==> src/sv/usc_pkg.sv <==
// Shared types, constants and helper functions of the 2x cubic B-spline upscaler.
package usc_pkg;

	localparam int MAX_WIDTH_DEF  = 512;
	localparam int MAX_HEIGHT_DEF = 512;

	localparam int CFG_IDX_W  = 2;
	localparam int CFG_DATA_W = 10;
	localparam int COORD_W    = 10;
	localparam int PIX_W      = 16;

	localparam logic [CFG_IDX_W-1:0] REG_FRAME_WIDTH  = 2'd0;
	localparam logic [CFG_IDX_W-1:0] REG_FRAME_HEIGHT = 2'd1;

	localparam logic [CFG_DATA_W-1:0] FRAME_WIDTH_RST  = 10'd320;
	localparam logic [CFG_DATA_W-1:0] FRAME_HEIGHT_RST = 10'd240;

	localparam int LANES      = 4;
	localparam int FIFO_DEPTH = 4;
	localparam int FIFO_CW    = $clog2(FIFO_DEPTH + 1);
	localparam int FIFO_PW    = $clog2(FIFO_DEPTH);

	localparam int WGT_W  = 6;
	localparam int VSUM_W = 12;
	localparam int ACC_W  = 18;

	// one line-store read with the bookkeeping of the output it belongs to
	typedef struct packed {
		logic                      valid;
		logic                      first;
		logic                      last;
		logic                      run_last;
		logic [WGT_W-1:0]          wx;
		logic                      y_odd;
		logic [LANES-1:0][1:0]     lanes;
		logic [COORD_W-1:0]        col;
		logic [COORD_W-1:0]        row;
	} tap_t;

	typedef struct packed {
		logic [COORD_W-1:0] col;
		logic [COORD_W-1:0] row;
		logic [PIX_W-1:0]   pix;
		logic               run_last;
	} result_t;

	// B-spline weights over 48: even 8,32,8,0; odd 1,23,23,1
	function automatic logic [WGT_W-1:0] axis_weight(input logic odd, input logic [1:0] n);
		logic [WGT_W-1:0] w;
		if (odd) begin
			w = (n == 2'd0 || n == 2'd3) ? 6'd1 : 6'd23;
		end else begin
			w = (n == 2'd1) ? 6'd32 : ((n == 2'd3) ? 6'd0 : 6'd8);
		end
		return w;
	endfunction

	// floor(s / 2304): shift by 256, then divide by 9 via reciprocal and one fixup
	function automatic logic [5:0] div2304(input logic [ACC_W-1:0] s);
		logic [9:0]  y;
		logic [18:0] prod;
		logic [6:0]  q;
		logic [10:0] qx9;
		logic [10:0] rem;
		y    = s[ACC_W-1:8];
		prod = 19'(y) * 19'd455;
		q    = prod[18:12];
		qx9  = 11'(q) * 11'd9;
		rem  = {1'b0, y} - qx9;
		if (rem >= 11'd9) begin
			q = q + 7'd1;
		end
		return 6'(q);
	endfunction

endpackage

==> src/sv/usc_filter.sv <==
// Filter datapath: vertical sums, horizontal accumulation, scaling and RGB565 packing.
module usc_filter
	import usc_pkg::*;
(
	input  logic                        clk,
	input  logic                        arst_n,
	input  tap_t                        tap,
	input  logic [LANES-1:0][PIX_W-1:0] rdata,
	output result_t                     res,
	output logic                        res_valid
);

	tap_t                     tag_s1, tag_s2;
	logic [2:0][VSUM_W-1:0]   v_nx, v_s2;
	logic [2:0][ACC_W-1:0]    sum, acc_q, fin_s3;
	logic                     fin_valid_s3;
	logic [COORD_W-1:0]       col_s3, row_s3;
	logic                     run_last_s3;

	always_comb begin
		logic [PIX_W-1:0] p;
		logic [5:0]       ch;
		for (int c = 0; c < 3; c++) begin
			v_nx[c] = '0;
			for (int m = 0; m < LANES; m++) begin
				p = rdata[tag_s1.lanes[m]];
				if (c == 0) begin
					ch = 6'(p[15:11]);
				end else if (c == 1) begin
					ch = p[10:5];
				end else begin
					ch = 6'(p[4:0]);
				end
				if (m == 3 && !tag_s1.y_odd) begin
					ch = '0;
				end
				v_nx[c] = v_nx[c] + VSUM_W'(ch) * VSUM_W'(axis_weight(tag_s1.y_odd, 2'(m)));
			end
		end
	end

	always_comb begin
		for (int c = 0; c < 3; c++) begin
			sum[c] = (tag_s2.first ? '0 : acc_q[c]) + ACC_W'(v_s2[c]) * ACC_W'(tag_s2.wx);
		end
	end

	always_ff @(posedge clk or negedge arst_n) begin
		if (!arst_n) begin
			tag_s1       <= '0;
			tag_s2       <= '0;
			fin_valid_s3 <= 1'b0;
		end else begin
			tag_s1       <= tap;
			tag_s2       <= tag_s1;
			fin_valid_s3 <= tag_s2.valid && tag_s2.last;
		end
	end

	always_ff @(posedge clk) begin
		v_s2 <= v_nx;
		if (tag_s2.valid) begin
			acc_q <= sum;
			if (tag_s2.last) begin
				fin_s3      <= sum;
				col_s3      <= tag_s2.col;
				row_s3      <= tag_s2.row;
				run_last_s3 <= tag_s2.run_last;
			end
		end
	end

	always_comb begin
		logic [5:0] qr, qg, qb;
		qr = div2304(fin_s3[0]);
		qg = div2304(fin_s3[1]);
		qb = div2304(fin_s3[2]);
		res.col      = col_s3;
		res.row      = row_s3;
		res.pix      = {qr[4:0], qg, qb[4:0]};
		res.run_last = run_last_s3;
	end

	assign res_valid = fin_valid_s3;

endmodule

==> config.mk <==
export PLATFORM = sky130hd
export DESIGN_NAME = usc_filter
export DESIGN_NICKNAME = d
export VERILOG_FILES = /design/src/sv/usc_pkg.sv /design/src/sv/usc_filter.sv
export SDC_FILE = /design/constraint.sdc
export NUM_CORES = 1
export LEC_CHECK = 0
export ABC_AREA = 1
export ABC_CLOCK_PERIOD_IN_PS = 9100
export CAP_MARGIN = 20
export CORE_ASPECT_RATIO = 2
export CORE_MARGIN = 5
export CORE_UTILIZATION = 55
export CTS_CLUSTER_SIZE = 24
export DETAILED_ROUTE_END_ITERATION = 8
export DONT_BUFFER_PORTS = 1
export GPL_ROUTABILITY_DRIVEN = 0
export HOLD_SLACK_MARGIN = 0.12
export PLACE_DENSITY = 0.7
export SLEW_MARGIN = 20
export SYNTH_ARGS = -nofsm -noshare
export SYNTH_HDL_FRONTEND = slang
export SYNTH_SLANG_ARGS = --single-unit
==> constraint.sdc <==
create_clock -name clk -period 9.1 [get_ports clk]
set_clock_uncertainty 0.15 [all_clocks]
set_input_delay 2.275 -clock clk [delete_from_list [all_inputs] [get_ports clk]]
set_output_delay 2.275 -clock clk [all_outputs]
set_load 0.01 [all_outputs]
-- Yosys cells after proc, flatten, opt, wreduce, memory -nomap -nowiden
Cells that the tools add are included.
- register bits: 235
- output and inout port bits: 38
- logic and storage cells: 101
- $add $sub $neg: 18
- multiply operators: 21
- $lt $le $gt $ge: 7
- mux-type cells: 21
- reductions and logical operators: 2
- operator list (cell ; count):
    $bmux 16 s2 ; 4
    $mul 6x6->12 ; 6
    $mul 5x6->11 ; 6
    $mux 16 ; 4
    $add 12x12->12 ; 5
    $mul 10x9->19 const B ; 3
    $add 18x18->18 ; 3
    $mul 12x6->18 ; 3
    $mux 18 ; 3
    $ge 11x4->1 const B ; 3
    $mul 7x4->11 const B ; 3
    $sub 10x11->11 ; 3
    $mux 5 ; 5
    $add 11x11->12 ; 2
    $add 12x11->12 ; 2
    $mux 6 ; 3
    $lt 2x3->1 const B ; 4
    $add 5x1->5 const B ; 2
    $add 6x1->6 const B ; 1
    $mux 4 ; 1
    $reduce_and 2->1 ; 1
    $logic_and 1x1->1 ; 1
    $mux 1 ; 1

-- Logic depth before layout (Yosys ltp)
- word-level depth: 6
- gate-level depth with buffers: 37

-- Worst setup path before layout
Ideal clock, no wire load.
- path kind: reg-to-output
- start: register fin_s3[46] (netlist name)
- end: output res[4] (netlist name)
- data arrival time: 5905 ps
- setup slack: 770 ps
- stages on the path, launching flop included: 35
- path buffers: 0
- cells stage by stage: edfxtp_1 -> inv_1 -> fa_1 -> inv_1 -> ha_1 -> inv_1 -> fa_1 -> fa_1 -> inv_1 -> ha_1 -> nand2_1 -> o21ai_0 -> a21oi_1 -> nand2_1 -> nand2_1 -> nand2_1 -> nand2_1 -> nand2_1 -> xor2_1 -> ha_1 -> fa_1 -> inv_1 -> ha_1 -> inv_1 -> o21ai_0 -> nor2_1 -> nand2_1 -> nand2_1 -> nand2_1 -> nand2_1 -> nand3_1 -> nor2_8 -> nand2_4 -> nand2_1 -> nand2_1
- RTL lines (item ; line ; RTL):
    from (decl) ; usc_filter.sv:15 ; logic [2:0][ACC_W-1:0] sum, acc_q, fin_s3;
    from (signal assigned) ; usc_filter.sv:65 ; fin_s3 <= sum;
    to (decl) ; usc_filter.sv:9 ; output result_t res,

==> impl_results.md <==
- Top-count cell post-synth: inv_1
- Highest Clock Rate: about 0.11 GHz
- Worst Hold Class: reg -> reg
- Synth area leaders: fa_1, ha_1, inv_1
- CP Capture Type: output pin
- Clock sink total: 211
- DR vias/cell: 5.39
- Die width: 175 um
- Primary FF master, synth: edfxtp_1
- CTS tree: done
- Mapped Area: 30,000 sq um
- Iter 0 DRT Violations: 877
- Cts bufs inserted: 20
- IO Pins: 143
- Worst hold path depth: 0
- CP Launch Type: flop
- Measured slew at the worst slew-check pin: 1.09 ns
- Final net count: between 4,000 and 5,000
- Synth Register Bits: 211
- Post-synth EDFFs: between 100 and 150
- Final Hold Fails: 0
- Required time worst endpoint: 6.68 ns
- Setup CP Type: reg -> out
- Initial antenna violation count: 1
- Worst path most repeated cell: nand2_2
- DP HPWL: a little under 60,000 um
- Synth top area share: 25.0%
- Outcome: finished clean
- Core Region: 54,200 sq um
- FP Rows: roughly 120
- CP arrival: 6.43 ns
- Grt total ovfl: 0
- Slew margin rel.: 27.1%
- Final Critical Period: about 9 ns
- CTS root buf: clkbuf_16
- Clock Pin Slew Worst Setup and Hold Paths: 0.07 ns
- Yosys warnings: 0
- Delay of the slowest critical-path stage: 0.55 ns
- Post-synthesis async set-or-reset flop share: 33.2%
- Commonest cells post-synth: inv_1, nand2_1, ha_1, fa_1, nor2_1
- WL/cell: 16.0 um
- First-pass GRT wire length: 114,000 um
- Total GRT Usage: 23.1%
- Cell taking the most area after synthesis: fa_1
- Pin count of the biggest net entering global routing: 71
- Cells after Synth: approximately 3,600
- Initial core utilization: 55.3%
- # DRC: 0
- Via count: 23,100
- Sequential share of the synthesized area: 18.8%
- Die Span Y: between 300 and 400 um
- Final Setup Violations: 0
- Max Slew Vio Count: 0
- Worst Path Max Fanout: 6
- Setup TNS: 0 ns
- Diodes inserted: 0
- Post-route ant nets: 0
- Netlist cell types: 48
- Reg2reg path depth: 22
- Skew-Pair Late Insertion Delay: 0.56 ns
- Fillers: 4,842
- Share of cells above drive strength 1: 8.73%
- Tcrit/Tclk final: 97.3%
- Final WL: 68,800 um
- PortBufs: 0
- Max-Cap Viols: 0
- Synth Net Count: 4,525
- Vias in the first global route: 24,300
- H-tree levels: 1
- Mapped Avg Cell Area: a little over 8 sq um
- Die area: between 50,000 and 60,000 sq um
- Max Buffers Root-to-Sink: 3
- DRT Pass-1 Iters: 5
- Area grow syn2layout: 7.97%
- Hold Buf Count CTS: 0
- Crit-path slowest cell: fa_1
## routing by layer
metal | global-route usage (%) | routed length [um]
met1 | 23.0 | 23500
met2 | 45.9 | 38400
met3 | 3.01 | 3000
met4 | 11.5 | 3900
met5 | 0 | 9
## worst max-delay path: cells and delay by family, from the launching register on
| kind | cells | cell delay, ns |
|---|---|---|
| AOI/OAI and AO/OA | 2 | 0.38 |
| adders and majority gates | 8 | 3.08 |
| and+or+nand+nor | 16 | 1.46 |
| xor gates and xnor gates | 1 | 0.14 |
| DFF | 1 | 0.43 |
| buffers and inverters | 7 | 0.42 |
## registers in the layout (all words and copies together) (netlist names)
name / count
tag_s2: 30
fin_s3: 30
acc_q: 54
col_s3: 10
v_s2: 36
row_s3: 10
tag_s1: 39
res_valid: 1
run_last_s3: 1
## placed cells by master, fill, tap and decap left out, types with 7 or more instances in the layout
master     netlist  routed
nand3_2          3      10
a21oi_1        178     161
o21bai_1        19      16
edfxtp_1       105     105
inv_1          846     809
fa_1           374     370
o211ai_1        25      25
nor2_4           3       7
nor2_2           7      15
ha_1           436     405
ha_4             0      25
xor2_1          74      68
nand3_1        111     104
nand2_2         11      60
nand4_1         25      25
a21o_1          10      10
or2_2            9       9
o21ai_1          8       9
nand2_4          2       9
dfrtp_1         70      68
dfxtp_1         36      36
buf_4            1      50
nor2_1         232     220
xnor2_1         28      27
a21boi_0         9       8
a21oi_2          3      17
nand2_1        703     647
inv_2            6      41
o21ai_0        152     149
clkbuf_16        0      20
## cell type report
class | instances | area [sq um] | share of cell area (%)
clock buffers | 23 | 519 | 1.60
inverters | 856 | 3220 | 9.93
well taps | 676 | 846 | 2.61
flip-flops and latches | 211 | 5630 | 17.4
clock inverters | 13 | 138 | 0.425
multi-input cells | 2462 | 21600 | 66.8
repair buffers | 53 | 418 | 1.29
## what timing repair did
item,in CTS,in global routing
gates cloned,0,0
endpoints found under the setup margin,16,16
buffers inserted,11,22
resized for setup,26,176
pin swaps,3,78
## metrics by stage
stage | cell area, sq um | setup WS (ns) | std cells | hold WS [ns] | util [%]
2_1_floorplan | 30000 | 0.770 | 3610 | 0.181 | -
3_3_place_gp | 30700 | 0.442 | 4225 | 0.182 | 56.6
5_1_grt | 32400 | -0.0471 | 4294 | 0.209 | 59.8
6_report | 32400 | 0.242 | 4294 | 0.197 | 59.8
3_5_place_dp | 30700 | 0.283 | 4225 | 0.185 | 56.6
4_1_cts | 31600 | 0.000261 | 4272 | 0.197 | 58.2
## cells by family (layout without fill, tap and decap cells)
| kind of cell | Yosys count | in the layout | share of synthesized area, % |
|---|---|---|---|
| flip-flops | 211 | 211 | 18.8 |
| AND/OR/NAND/NOR | 1121 | 1121 | 15.3 |
| AO/OA/AOI/OAI | 427 | 427 | 7.92 |
| XOR/XNOR | 104 | 104 | 3.09 |
| buffers and inverters | 937 | 945 | 11.7 |
| adder cells (fa/ha/maj) | 810 | 810 | 43.1 |
## worst paths after layout
check                      slack, ns  startpoint    endpoint
min in group asynchronous       1.26      arst_n   tag_s2[6]
max reg2reg                     1.88  tag_s1[20]    v_s2[35]
max                             0.24  fin_s3[29]      res[8]
max in group asynchronous       7.44      arst_n  tag_s1[21]
min                             0.20   tag_s1[4]   tag_s2[4]
min reg2reg                     0.20   tag_s1[4]   tag_s2[4]
Power is left out: the tool's default activity adds up to more than one toggle a clock period on the data nets, which glitch-free logic cannot reach.
