### src/sv/usc_pkg.sv
// Shared types, constants and helper functions of the 2x cubic B-spline upscaler.
package usc_pkg;

	localparam int MAX_WIDTH_DEF  = 512;
	localparam int MAX_HEIGHT_DEF = 512;

	localparam int CFG_IDX_W  = 2;
	localparam int CFG_DATA_W = 10;
	localparam int COORD_W    = 10;
	localparam int PIX_W      = 16;

	localparam logic [CFG_IDX_W-1:0] REG_FRAME_WIDTH  = 2'd0;
	localparam logic [CFG_IDX_W-1:0] REG_FRAME_HEIGHT = 2'd1;

	localparam logic [CFG_DATA_W-1:0] FRAME_WIDTH_RST  = 10'd320;
	localparam logic [CFG_DATA_W-1:0] FRAME_HEIGHT_RST = 10'd240;

	localparam int LANES      = 4;
	localparam int FIFO_DEPTH = 4;
	localparam int FIFO_CW    = $clog2(FIFO_DEPTH + 1);
	localparam int FIFO_PW    = $clog2(FIFO_DEPTH);

	localparam int WGT_W  = 6;
	localparam int VSUM_W = 12;
	localparam int ACC_W  = 18;

	// one line-store read with the bookkeeping of the output it belongs to
	typedef struct packed {
		logic                      valid;
		logic                      first;
		logic                      last;
		logic                      run_last;
		logic [WGT_W-1:0]          wx;
		logic                      y_odd;
		logic [LANES-1:0][1:0]     lanes;
		logic [COORD_W-1:0]        col;
		logic [COORD_W-1:0]        row;
	} tap_t;

	typedef struct packed {
		logic [COORD_W-1:0] col;
		logic [COORD_W-1:0] row;
		logic [PIX_W-1:0]   pix;
		logic               run_last;
	} result_t;

	// B-spline weights over 48: even 8,32,8,0; odd 1,23,23,1
	function automatic logic [WGT_W-1:0] axis_weight(input logic odd, input logic [1:0] n);
		logic [WGT_W-1:0] w;
		if (odd) begin
			w = (n == 2'd0 || n == 2'd3) ? 6'd1 : 6'd23;
		end else begin
			w = (n == 2'd1) ? 6'd32 : ((n == 2'd3) ? 6'd0 : 6'd8);
		end
		return w;
	endfunction

	// floor(s / 2304): shift by 256, then divide by 9 via reciprocal and one fixup
	function automatic logic [5:0] div2304(input logic [ACC_W-1:0] s);
		logic [9:0]  y;
		logic [18:0] prod;
		logic [6:0]  q;
		logic [10:0] qx9;
		logic [10:0] rem;
		y    = s[ACC_W-1:8];
		prod = 19'(y) * 19'd455;
		q    = prod[18:12];
		qx9  = 11'(q) * 11'd9;
		rem  = {1'b0, y} - qx9;
		if (rem >= 11'd9) begin
			q = q + 7'd1;
		end
		return 6'(q);
	endfunction

endpackage

### src/sv/usc_seq.sv
// Sequencer: frame counters, line-store writes and per-output tap read issue.
module usc_seq
	import usc_pkg::*;
#(
	parameter int MAX_WIDTH  = MAX_WIDTH_DEF,
	parameter int MAX_HEIGHT = MAX_HEIGHT_DEF
) (
	input  logic                              clk,
	input  logic                              arst_n,
	input  logic [$clog2(MAX_WIDTH):0]        w_eff,
	input  logic [$clog2(MAX_HEIGHT):0]       h_eff,
	input  logic                              cfg_we,
	input  logic                              in_valid,
	output logic                              in_ready,
	input  logic [PIX_W-1:0]                  in_pixel,
	output logic                              mem_we,
	output logic [$clog2(MAX_WIDTH)-1:0]      mem_waddr,
	output logic [1:0]                        mem_wlane,
	output logic [PIX_W-1:0]                  mem_wdata,
	output logic [$clog2(MAX_WIDTH)-1:0]      mem_raddr,
	output tap_t                              tap,
	input  logic                              out_pop
);

	localparam int CW = $clog2(MAX_WIDTH);
	localparam int RW = $clog2(MAX_HEIGHT);
	localparam int XW = CW + 1;
	localparam int YW = RW + 1;

	localparam logic S_IDLE = 1'b0;
	localparam logic S_RUN  = 1'b1;

	logic              state_q;
	logic [CW-1:0]     col_q;
	logic [RW-1:0]     row_q;
	logic [XW-1:0]     i_q, istart_q, iend_q;
	logic [YW-1:0]     j_q, jend_q;
	logic [1:0]        n_q;
	logic [FIFO_CW-1:0] pend_q;

	logic [CW-1:0] wm1;
	logic [RW-1:0] hm1;
	logic          c_last, r_last, accept, empty, go, last_n, i_end, j_end;
	logic [XW-1:0] c2, istart, iend;
	logic [YW-1:0] r2, jstart, jend;

	logic [CW-1:0] kx, sx;
	logic [CW:0]   tx, txm1;
	logic [RW-1:0] ky, y0, y2, y3;
	logic [RW:0]   t2, t3;

	assign wm1    = CW'(w_eff - 1'b1);
	assign hm1    = RW'(h_eff - 1'b1);
	assign c_last = (col_q == wm1);
	assign r_last = (row_q == hm1);
	assign in_ready = (state_q == S_IDLE);
	assign accept = in_ready && in_valid;

	assign c2     = {col_q, 1'b0};
	assign r2     = {row_q, 1'b0};
	assign istart = (c2 >= XW'(3)) ? c2 - XW'(3) : '0;
	assign jstart = (r2 >= YW'(3)) ? r2 - YW'(3) : '0;
	assign iend   = c_last ? {wm1, 1'b1} : {col_q - 1'b1, 1'b0};
	assign jend   = r_last ? {hm1, 1'b1} : {row_q - 1'b1, 1'b0};
	assign empty  = (col_q == '0 && !c_last) || (row_q == '0 && !r_last);

	assign mem_we    = accept;
	assign mem_waddr = col_q;
	assign mem_wlane = row_q[1:0];
	assign mem_wdata = in_pixel;

	// horizontal tap, clamped to the frame
	assign kx   = i_q[XW-1:1];
	assign tx   = (CW+1)'(kx) + (CW+1)'(n_q);
	assign txm1 = tx - 1'b1;
	assign sx   = (tx == '0) ? '0 : ((txm1 > (CW+1)'(wm1)) ? wm1 : CW'(txm1));
	assign mem_raddr = sx;

	// vertical taps, clamped to the frame
	assign ky = j_q[YW-1:1];
	assign y0 = (ky == '0) ? '0 : ky - 1'b1;
	assign t2 = (RW+1)'(ky) + 1'b1;
	assign t3 = (RW+1)'(ky) + 2'd2;
	assign y2 = (t2 > (RW+1)'(hm1)) ? hm1 : RW'(t2);
	assign y3 = (t3 > (RW+1)'(hm1)) ? hm1 : RW'(t3);

	assign last_n = i_q[0] ? (n_q == 2'd3) : (n_q == 2'd2);
	assign i_end  = (i_q == iend_q);
	assign j_end  = (j_q == jend_q);
	assign go     = (state_q == S_RUN) && (n_q != 2'd0 || pend_q < FIFO_CW'(FIFO_DEPTH));

	always_comb begin
		tap.valid    = go;
		tap.first    = (n_q == 2'd0);
		tap.last     = last_n;
		tap.run_last = last_n && i_end && j_end;
		tap.wx       = axis_weight(i_q[0], n_q);
		tap.y_odd    = j_q[0];
		tap.lanes[0] = y0[1:0];
		tap.lanes[1] = ky[1:0];
		tap.lanes[2] = y2[1:0];
		tap.lanes[3] = y3[1:0];
		tap.col      = COORD_W'(i_q);
		tap.row      = COORD_W'(j_q);
	end

	always_ff @(posedge clk or negedge arst_n) begin
		if (!arst_n) begin
			state_q <= S_IDLE;
			col_q   <= '0;
			row_q   <= '0;
			pend_q  <= '0;
			n_q     <= '0;
		end else begin
			pend_q <= pend_q + FIFO_CW'(go && n_q == 2'd0) - FIFO_CW'(out_pop);
			if (cfg_we) begin
				col_q <= '0;
				row_q <= '0;
			end else if (accept) begin
				if (c_last) begin
					col_q <= '0;
					row_q <= r_last ? '0 : row_q + 1'b1;
				end else begin
					col_q <= col_q + 1'b1;
				end
			end
			unique case (state_q)
				S_IDLE: begin
					if (accept && !empty) begin
						state_q <= S_RUN;
						n_q     <= '0;
					end
				end
				S_RUN: begin
					if (go) begin
						if (last_n) begin
							n_q <= '0;
							if (i_end && j_end) begin
								state_q <= S_IDLE;
							end
						end else begin
							n_q <= n_q + 1'b1;
						end
					end
				end
				default: state_q <= S_IDLE;
			endcase
		end
	end

	always_ff @(posedge clk) begin
		if (accept) begin
			i_q      <= istart;
			istart_q <= istart;
			iend_q   <= iend;
			j_q      <= jstart;
			jend_q   <= jend;
		end else if (go && last_n) begin
			if (i_end) begin
				i_q <= istart_q;
				j_q <= j_q + 1'b1;
			end else begin
				i_q <= i_q + 1'b1;
			end
		end
	end

endmodule

### config.mk
export PLATFORM = sky130hd
export DESIGN_NAME = usc_seq
export DESIGN_NICKNAME = d
export VERILOG_FILES = /design/src/sv/usc_pkg.sv /design/src/sv/usc_seq.sv
export SDC_FILE = /design/constraint.sdc
export NUM_CORES = 1
export LEC_CHECK = 0
export BUFFER_PORTS_ARGS = -buffer_cell sky130_fd_sc_hd__buf_4
export CAP_MARGIN = 40
export CORE_MARGIN = 10
export CORE_UTILIZATION = 51
export DETAILED_ROUTE_END_ITERATION = 10
export GPL_TIMING_DRIVEN = 0
export PLACE_DENSITY = 0.82
export SYNTH_ARGS = -nofsm -noshare
export SYNTH_HDL_FRONTEND = slang
export SYNTH_SLANG_ARGS = --single-unit
export TNS_END_PERCENT = 30
### constraint.sdc
create_clock -name clk -period 6.4 [get_ports clk]
set_clock_uncertainty 0.05 [all_clocks]
set_input_delay 0.64 -clock clk [delete_from_list [all_inputs] [get_ports clk]]
set_output_delay 0.64 -clock clk [all_outputs]
set_load 0.02 [all_outputs]
**Word level (Yosys, flattened, before mapping)**

Cells that the tools add are included.

- Reduce and logical (&&, ||, !) cells: 29
- Add/sub/neg operators: 18
- Muxes and demuxes: 36
- Bitwise logic cells: 1
- Eq/ne operators: 9
- $lt $le $gt $ge: 6

Operators by type and width:

| operator | count |
|---|---|
| 2-to-1 mux 10 bit | 10 |
| 2-to-1 mux 9 bit | 9 |
| subtractor 9 x 1 -> 9 bit (second input constant) | 4 |
| > comparator 10 x 9 -> 1 bit | 3 |
| zero test 9 bit | 3 |
| adder 10 x 1 -> 10 bit (second input constant) | 2 |
| equality test 10 bit | 2 |
| greater-or-equal comparator 10 x 2 -> 1 bit (second input constant) | 2 |
| subtractor 10 x 2 -> 10 bit (second input constant) | 2 |
| adder 9 x 1 -> 9 bit (second input constant) | 2 |
| equality test 9 bit | 2 |
| 2-to-1 mux 2 bit | 6 |
| 2-to-1 mux 6 bit | 2 |
| adder 9 x 1 -> 10 bit (second input constant) | 1 |
| adder 9 x 2 -> 10 bit | 1 |
| adder 9 x 2 -> 10 bit (second input constant) | 1 |
| logical AND 1 bit | 10 |
| zero test 10 bit | 1 |
| nonzero test 2 bit | 5 |
| subtractor 10 x 1 -> 10 bit (second input constant) | 1 |
| AND reduction 2 bit | 3 |
| 2-to-1 mux 1 bit | 5 |
| 2-to-1 mux 5 bit | 1 |
| equality test 2 bit (second input constant) | 2 |
| 14 further kinds | 19 |

- Register bits after elaboration: 74
- Input bits: 41
- Output and inout port bits: 77

**Longest topological paths before layout**

Gate-level depths: netlist of the first run.

- Word-level depth: 9
- Gate-level depth with buffers: 16
- Mapped depth without buffers: 16

**Least setup slack after synthesis of the first run**

OpenSTA, ideal clock, no wires.

- Path kind: reg-to-output
- Start point: register i_q[2]
- End point: output mem_raddr[2]
- Path slack: 1.593 ns
- Required time: 5.710 ns
- Arrival: 4.117 ns
- Stages on the path, launching flop included: 15
- Cell sequence: edfxtp_1 ha_1 a21oi_1 mux2_2 o21ai_1 a21oi_1 a41oi_1 o211ai_1 ha_1 nand3_1 nor3_1 a221oi_1 a32oi_1 nor3_1 nor3b_1

- Longest elaborated chain between the ends: 5

RTL lines:

| element | line | RTL |
|---|---|---|
| start: declaration | usc_seq.sv:36 | `logic [XW-1:0] i_q, istart_q, iend_q;` |
| start signal: assignment | usc_seq.sv:153 | `i_q <= istart;` |
| start signal: assignment | usc_seq.sv:160 | `i_q <= istart_q;` |
| start signal: assignment | usc_seq.sv:163 | `i_q <= i_q + 1'b1;` |
| adder 9 x 2 -> 10 bit * | usc_seq.sv:74 | `assign tx = (CW+1)'(kx) + (CW+1)'(n_q);` |
| subtractor 10 x 1 -> 10 bit | usc_seq.sv:75 | `assign txm1 = tx - 1'b1;` |
| > comparator 10 x 9 -> 1 bit | usc_seq.sv:76 | `assign sx = (tx == '0) ? '0 : ((txm1 > (CW+1)'(wm1)) ? wm1 : CW'(txm1));` |
| 2-to-1 mux 9 bit | usc_seq.sv:76 |  |
| 2-to-1 mux 9 bit * | usc_seq.sv:76 |  |
| end: declaration | usc_seq.sv:20 | `output logic [$clog2(MAX_WIDTH)-1:0] mem_raddr,` |

Mark *: on every way between the ends. The rest lies on a longest branch, timed or not.

**Worst setup path after layout of the first run**

- Start point: register i_q[2]
- End point: output mem_raddr[7]

Same word-level chain as after synthesis.

==> results of run 1 <==
-- worst reg2reg max path: cells and delay by family, from the launching register on --
family | cells | cell delay (ps)
AO/OA/AOI/OAI | 4 | 1030
XOR/XNOR | 1 | 170
flip-flops | 1 | 320
AND/OR/NAND/NOR | 2 | 310
buffers and inverters | 3 | 860
-- per-layer routing --
metal	GRT usage [%]	wire [um]	vias to the layer above
met3	4.22	1710	18
met1	26.1	8180	3021
met2	31.8	9020	292
met5	0	0	-
li1	-	-	3115
met4	4.16	170	0
-- path summary, 6_finish.rpt --
check / from / endpoint / slack [ps] / cells past startpoint
min: arst_n / mem_waddr[3] / 160 / 1
min in group clk: pend_q[0] / pend_q[0] / 450 / 1
max reg2reg: row_q[3] / jend_q[5] / 3510 / 10
max: i_q[2] / mem_raddr[7] / 530 / 15
min reg2reg: pend_q[0] / pend_q[0] / 450 / 1
max in group asynchronous: arst_n / mem_waddr[1] / 5890 / 1
-- placed cells by master (no fill, tap or decap), types with 6 or more instances in the layout --
cell / synthesis / final
a21o_1: 8 / 8
a21oi_1: 30 / 30
a311o_1: 7 / 7
buf_4: 27 / 123
clkbuf_1: 41 / 41
clkbuf_16: 0 / 10
dfrtp_1: 24 / 24
edfxtp_1: 50 / 50
ha_1: 56 / 56
inv_1: 37 / 37
mux2_2: 7 / 7
mux2i_1: 13 / 13
nand2_1: 81 / 81
nand2b_1: 6 / 6
nand3_1: 32 / 32
nand4_1: 16 / 16
nor2_1: 60 / 60
nor3_1: 33 / 33
nor4_1: 12 / 12
nor4b_1: 6 / 6
o21ai_0: 51 / 50
o22ai_1: 7 / 7
or3_1: 12 / 12
xnor2_1: 63 / 63
xor2_1: 44 / 44
-- registers in the layout, indices dropped and copies added (netlist names) --
signal / cells
i_q: 10
iend_q: 10
istart_q: 10
j_q: 10
jend_q: 10
mem_waddr: 9
row_q: 9
pend_q: 3
n_q: 2
state_q: 1
-- cell families after synthesis --
logic type               synth area share, %
AND/OR/NAND/NOR                         21.6
AO/OA/AOI/OAI                           13.2
buffers and inverters                   8.04
XOR/XNOR                                13.7
flip-flops                              30.0
adder cells (fa/ha/maj)                 10.6
multiplexers                            2.98
-- area by class of cell --
cell class                 instances  share of cell area [%]
tap                              176                    2.67
sequential                        74                    25.4
buffer                            80                    5.12
timing repair buffer              96                    8.72
multi-input combinational        627                    52.6
clock buffer                      10                    3.03
inverter                          38                    1.73
clock inverter                     6                   0.651
-- where the power goes --
part | total, mW | switching, mW | internal [mW] | leakage [nW]
Clock | 0.507 | 0.214 | 0.294 | 0.147
Combinational | 1.99 | 1.16 | 0.825 | 2.55
Sequential | 0.761 | 0.0985 | 0.662 | 0.771
Total | 3.25 | 1.47 | 1.78 | 3.47
-- synth_stat cells, types with 5 or more instances --
cell and count:
a211oi_1 5, a21o_1 8, a21oi_1 30, a311o_1 7
and3_1 5, buf_1 6, buf_4 27, clkbuf_1 41
dfrtp_1 24, edfxtp_1 50, ha_1 56, inv_1 37
mux2_2 7, mux2i_1 13, nand2_1 81, nand2b_1 6
nand3_1 32, nand4_1 16, nor2_1 60, nor2b_1 5
nor3_1 33, nor4_1 12, nor4b_1 6, o21ai_0 51
o22ai_1 7, or3_1 12, or4_1 5, xnor2_1 63
xor2_1 44
-- through the flow --
step / util (%) / cells
after CTS: 61.9 / 1107
after floorplan: - / 819
after global routing: 61.9 / 1107
after detailed placement: 59.6 / 1091
after global placement: 59.5 / 1090
final: 61.9 / 1107
==> results.toml, run 1 <==
[run_status]
status = "completed"

[synth]
synth_edf_count = 50
ys_seq_area_share_pct = 30.0
synthDistinctLibCells = 69
postSynthAreaPerCell_um2 = 8.56
synth-warning-count = 0
ys_seq_elements = 74
synth_flop_cell = "edfxtp_1"
syn_area_mm2 = 0.00701
yosys-top-cells-area = "edfxtp_1 21%, ha_1 10%, dfrtp_1 8.6%, xnor2_1 7.9%, xor2_1 5.5%"
synthArstFlopShare_pct = 32.4
synthCells = 819
syn_nets = 918
netlist.area_leader.share_pct = 21.4
yosys.area.top_type = "edfxtp_1"

[drt]
wirelength_mm = 19.1
drt-pass1-iter-count = 5
via_per_inst = 5.82
ant_nets = 0
drt-initial-drc-count = 652
remaining_drc_errors = 0
wl_per_cell_um = 17.2
vias = 6446

[critical_path]
critPathSlowestCell = "edfxtp_1"
critPathLaunchType = "register"
endpoint_kind = "output pin"
cp_cell_sequence = "ha_1 > a21oi_1 > mux2_2 > o21ai_1 > a21oi_1 > a41oi_1 > o211ai_1 > ha_1 > nand3_1 > nor3_1 > a221oi_1 > a32oi_1 > nor2_1 > mux2_2 > buf_4"
critPathMaxFanout = 9
max_stage_delay_ps = 560
required_ps = 5710
cp.buffers_inverters = 1
critPathTopFamily = "compound AO/OA/AOI/OAI gates"
crit_type = "reg -> out"
arrival_ps = 5180

[floorplan]
rows = 42
fp.coreArea_mm2 = 0.0133
initial_core_util_pct = 52.5
die_h_um = 137
io_pins = 118
die_area_mm2 = 0.0188
die_w_um = 137

[sta]
setup_viol = 0
slew_viol_final = 0
hold_ws_ps = 156
timing.final.crit_share_pct = 91.8
rsz0062_at_grt = "no"
max_freq_ghz = 0.170
slew_headroom_pct = 44.8
fin_ws_ps = 526
hold_viol = 0
fin_crit_ps = 5870
max_slew.worst_pin.slew_ps = 828
setup_tns_ps = 0

[layout]
drive_gt1_share_pct = 18.0
antenna_cells = 0
syn_to_final_growth_pct = 17.8
seq_area_mm2 = 0.00210
fillers = 1108
multi_input_area_mm2 = 0.00435
nets = 1025
finalInstanceArea_mm2 = 0.00826

[pwr]
p_total_mw = 3.25
p_per_area_mw_per_mm2 = 394
vdd_drop_max_mv = 0.215
leakage_nw = 3.47

[min_path]
hold_path.class = "in -> async"

[global_route]
first_global_vias = 6026
grt_start_max_net_pins = 41
grt_pass1_wl_mm = 30.2
track_usage_pct = 19.6
grt.overflow.total = 0
antenna_found_initial = 0

[placement]
numPortBuffers = 95
place.gp.congestion = 0.947
pre_cts_slack_ps = 1010
dp_hpwl_mm = 14.5
placed_area_mm2 = 0.00796

[cts]
clock_path_buffers = 2
clk_pin_slew_ps = 60
cts_resized = 0
cts.hold.buffers_added = 0
cts_tree = "done"
cts_buffers = 9
post-cts-setup-buffers = 0
clock_sinks = 74
clock_latency_ps = 340
h-tree-depth = 3
cts_root_buf = "clkbuf_16"

[run]
max_cap_violations = 0
No activity file was read; power rests on OpenSTA's default activity.
==> run 2, diff against run 1 <==
--- a/config.mk
+++ b/config.mk
@@ -11,7 +11,7 @@
 export CORE_UTILIZATION = 51
 export DETAILED_ROUTE_END_ITERATION = 10
 export GPL_TIMING_DRIVEN = 0
-export PLACE_DENSITY = 0.82
+export PLACE_DENSITY = 0.85
 export SYNTH_ARGS = -nofsm -noshare
 export SYNTH_HDL_FRONTEND = slang
 export SYNTH_SLANG_ARGS = --single-unit
==> constraint.sdc (replaced) <==
create_clock -name clk -period 5 [get_ports clk]
set_clock_uncertainty 0.05 [all_clocks]
set_input_delay 0.5 -clock clk [delete_from_list [all_inputs] [get_ports clk]]
set_output_delay 0.5 -clock clk [all_outputs]
set_load 0.02 [all_outputs]
==> results.toml, run 2 (synthesized netlist as in run 1, its figures left out) <==
[run_status]
status = "completed"

[cts]
clock_latency_ps = 350
clock_sinks = 74
clk_pin_slew_ps = 60
clock_path_buffers = 2
cts_tree = "done"
cts_buffers = 9
h-tree-depth = 3
cts.hold.buffers_added = 0
cts_root_buf = "clkbuf_16"

[floorplan]
fp.coreArea_mm2 = 0.0133
die_w_um = 137
die_h_um = 137
io_pins = 118
die_area_mm2 = 0.0188
initial_core_util_pct = 52.5
rows = 42

[sta]
slew_viol_final = 0
hold_viol = 0
timing.final.crit_share_pct = 98.3
fin_ws_ps = 83.6
max_slew.worst_pin.slew_ps = 946
slew_headroom_pct = 36.3
max_freq_ghz = 0.203
fin_crit_ps = 4920
hold_ws_ps = 9.42
setup_tns_ps = 0
setup_viol = 0

[layout]
final_common_cell = "buf_4"
syn_to_final_growth_pct = 20.6
drive_gt1_share_pct = 20.5
finalInstanceArea_mm2 = 0.00846
layout_common_cells = "134 x buf_4, 80 x nand2_1, 63 x xnor2_1, 58 x nor2_1, 53 x ha_1"
nets = 1035
antenna_cells = 0
fin_cells = 1117

[placement]
numPortBuffers = 95
pre_cts_slack_ps = -315
dp_hpwl_mm = 15.0
place.gp.congestion = 0.933
place_inst = 1091
placed_area_mm2 = 0.00796

[global_route]
antenna_found_initial = 0
busiest_layer = "met2"
first_global_vias = 6242
track_usage_pct = 20.7
grt_pass1_wl_mm = 31.4
grtUsageMet3_pct = 4.62
grt_start_max_net_pins = 41
grt_use_met1_pct = 26.7
grtUsageMet2_pct = 33.0
grt.overflow.total = 0

[drt]
drt-initial-drc-count = 748
ant_nets = 0
remaining_drc_errors = 0
via_per_inst = 5.95
vias = 6648
drt-pass1-iter-count = 5
wl_per_cell_um = 18.2
wirelength_mm = 20.3

[run]
max_cap_violations = 0

[pwr]
p_per_area_mw_per_mm2 = 527
leakage_nw = 3.54
vdd_drop_max_mv = 0.288

[critical_path]
arrival_ps = 4370
required_ps = 4450
crit_type = "reg -> out"
endpoint_kind = "output pin"
critPathMaxFanout = 5
critPathLaunchType = "register"
rr_worst_depth = 7

[min_path]
hold_path.class = "in -> async"
==> run 2: cell type report <==
type | count | area, um^2
Timing Repair Buffer | 107 | 803
Tap cell | 176 | 220
Clock buffer | 11 | 233
Clock inverter | 5 | 78.8
Buffer | 79 | 420
Inverter | 38 | 143
Fill cell | 1085 | 4890
Sequential cell | 74 | 2100
Multi-Input combinational cell | 627 | 4460
==> run 2: metrics by stage <==
stage | utilization [%] | total power [mW]
CTS | 62.6 | 4.29
detailed placement | 59.6 | 3.49
global placement | 59.5 | 3.42
floorplan | - | 2.70
global route | 63.4 | 4.76
finish | 63.4 | 4.46
==> run 2: worst max-delay path, cell delays in order (launching register included) <==
cell      delay (ps)
edfxtp_1         470
ha_4             230
fa_1             460
inv_2            100
ha_4             170
nand3_1          120
o21ai_4          220
a21oi_1          100
a41oi_1          190
o211ai_1         170
ha_1             370
nand3_1          140
nor3_2            70
a221oi_2         230
a32oi_2           80
buf_4            180
buf_4            140
o221a_2          270
a21o_1           160
buf_4            150
==> run 2: worst paths after layout <==
check                      startpoint           end  slack, ps
setup / recovery               i_q[1]  mem_raddr[8]         80
hold / removal                 arst_n  mem_waddr[0]          9
setup reg to reg               i_q[8]        j_q[8]       1840
min in group clk            pend_q[0]     pend_q[0]        450
hold reg to reg             pend_q[0]     pend_q[0]        450
max in group asynchronous      arst_n     pend_q[0]       4620
==> run 2: per-layer routing <==
metal  vias up  share of wire, %
li1       3125                 -
met1      3086                41
met2       392                46
met3        45                10
met4         0               2.4
met5         -                 0
==> run 2: what timing repair did <==
action,CTS,global route
pin swaps,2,5
endpoints found under the setup margin,9,9
setup buffers,5,6
gates resized for setup,11,14
endpoints found under the hold margin,0,0
==> run 2: power by group <==
part	internal, mW	switching (mW)	total [mW]
registers	0.848	0.122	0.970
logic	1.19	1.61	2.80
clock network	0.436	0.257	0.693
total	2.47	1.99	4.46
==> run 3, diff against run 2 <==
--- a/config.mk
+++ b/config.mk
@@ -6,12 +6,12 @@
 export NUM_CORES = 1
 export LEC_CHECK = 0
 export BUFFER_PORTS_ARGS = -buffer_cell sky130_fd_sc_hd__buf_4
-export CAP_MARGIN = 40
+export CAP_MARGIN = 10
 export CORE_MARGIN = 10
 export CORE_UTILIZATION = 51
 export DETAILED_ROUTE_END_ITERATION = 10
 export GPL_TIMING_DRIVEN = 0
-export PLACE_DENSITY = 0.85
+export PLACE_DENSITY = 0.82
 export SYNTH_ARGS = -nofsm -noshare
 export SYNTH_HDL_FRONTEND = slang
 export SYNTH_SLANG_ARGS = --single-unit
==> constraint.sdc (replaced) <==
create_clock -name clk -period 5.8 [get_ports clk]
set_clock_uncertainty 0.05 [all_clocks]
set_input_delay 0.58 -clock clk [delete_from_list [all_inputs] [get_ports clk]]
set_output_delay 0.58 -clock clk [all_outputs]
set_load 0.02 [all_outputs]
==> results.toml, run 3 (synthesized netlist as in run 1, its figures left out) <==
[drt]
vias = 6493
remaining_drc_errors = 0
ant_nets = 0
via_per_inst = 5.87
wl_per_cell_um = 17.2
drt-pass1-iter-count = 8
wirelength_mm = 19.1
drt-initial-drc-count = 611

[placement]
pre_cts_slack_ps = 428
dp_hpwl_mm = 14.6
placed_area_mm2 = 0.00795
place.gp.congestion = 0.947
numPortBuffers = 95

[sta]
fin_crit_ps = 5420
setup_viol = 0
rsz0062_at_grt = "no"
max_slew.worst_pin.slew_ps = 943
max_freq_ghz = 0.185
fin_ws_ps = 381
slew_headroom_pct = 36.7
setup_tns_ps = 0
timing.final.crit_share_pct = 93.4
slew_viol_final = 0
hold_viol = 0

[cts]
cts_tree = "done"
h-tree-depth = 3
clock_sinks = 74
cts_root_buf = "clkbuf_16"
clock_path_buffers = 2
clock_latency_ps = 340
clk_pin_slew_ps = 70
cts_buffers = 9

[critical_path]
endpoint_kind = "output pin"
critPathMaxFanout = 6
crit_type = "reg -> out"
critPathLaunchType = "register"
rr_worst_depth = 6
r2r-end = "j_q[1]"
r2r_slack_ps = 2910
timing.rr.start = "i_q[6]"
arrival_ps = 4790
required_ps = 5170

[global_route]
track_usage_pct = 19.5
grt_pass1_wl_mm = 30.2
antenna_found_initial = 0
first_global_vias = 6002
grt_start_max_net_pins = 41
grt.overflow.total = 0

[layout]
syn_to_final_growth_pct = 17.7
drive_gt1_share_pct = 18.4
antenna_cells = 0
fin_util_pct = 61.8
nets = 1025
finalInstanceArea_mm2 = 0.00826
final_common_cell = "buf_4"
layout_common_cells = "123 x buf_4, 81 x nand2_1, 63 x xnor2_1, 60 x nor2_1, 56 x ha_1"

[pwr]
leakage_nw = 3.47
vdd_drop_max_mv = 0.238
p_per_area_mw_per_mm2 = 435

[floorplan]
fp.coreArea_mm2 = 0.0133
initial_core_util_pct = 52.5
die_w_um = 137
die_h_um = 137
io_pins = 118
rows = 42
die_area_mm2 = 0.0188

[run_status]
status = "completed"

[min_path]
hold_path.class = "in -> async"

[run]
max_cap_violations = 0
[run 3: layer usage]
metal / global-route usage [%] / part of all wire, % / up-vias
li1: - / - / 3113
met1: 25.9 / 43 / 3084
met2: 31.8 / 47 / 274
met3: 3.97 / 8.3 / 22
met4: 4.33 / 1.0 / 0
met5: 0 / 0 / -
[run 3: worst max-delay path by stage]
stage	start	end	slack, ps	cells after the start
2_1_floorplan	i_q[2]	mem_raddr[2]	1050	14
3_3_place_gp	i_q[1]	mem_raddr[1]	560	17
3_5_place_dp	i_q[2]	mem_raddr[7]	430	15
4_1_cts	i_q[2]	mem_raddr[7]	80	15
5_1_grt	i_q[1]	mem_raddr[7]	100	17
6_report	i_q[1]	mem_raddr[7]	380	17
[run 3: critical path: stages (launching register included)]
cell	delay [ps]
edfxtp_1	530
ha_1	320
fa_1	480
inv_1	100
ha_1	280
nand3_1	120
o21ai_2	280
a21oi_1	110
a41oi_1	190
o211ai_1	160
ha_1	370
nand3_1	90
nor3_1	70
a221oi_1	290
a32oi_2	120
nor2_1	380
mux2_2	400
buf_4	160
[run 3: per-stage QoR]
stage	std cells	power [mW]	hold slack, ps
final	1107	3.59	96.6
after global routing	1107	3.84	107
after detailed placement	1090	3.02	439
after floorplan	819	2.33	234
after global placement	1090	2.95	415
after CTS	1106	3.56	104
[run 3: what timing repair did]
item	4_1_cts	5_1_grt
setup buffers	0	1
hold endpoints to repair	0	0
gates resized for setup	0	3
hold buffers	0	0
endpoints found under the setup margin	0	9
[run 3: report_power, final]
part / total (mW) / switching [mW] / internal, mW
combinational: 2.22 / 1.29 / 0.924
sequential: 0.840 / 0.109 / 0.731
clock: 0.531 / 0.234 / 0.297
[run 3: cell type report]
cell class              instances  area [um^2]
plain buffers                  80          423
clock buffers                   9          225
clock inverters                 7         58.8
fillers                      1132         5090
inverters                      38          143
multi-input cells             627         4360
flip-flops and latches         74         2100
well taps                     176          220
repair buffers                 96          721
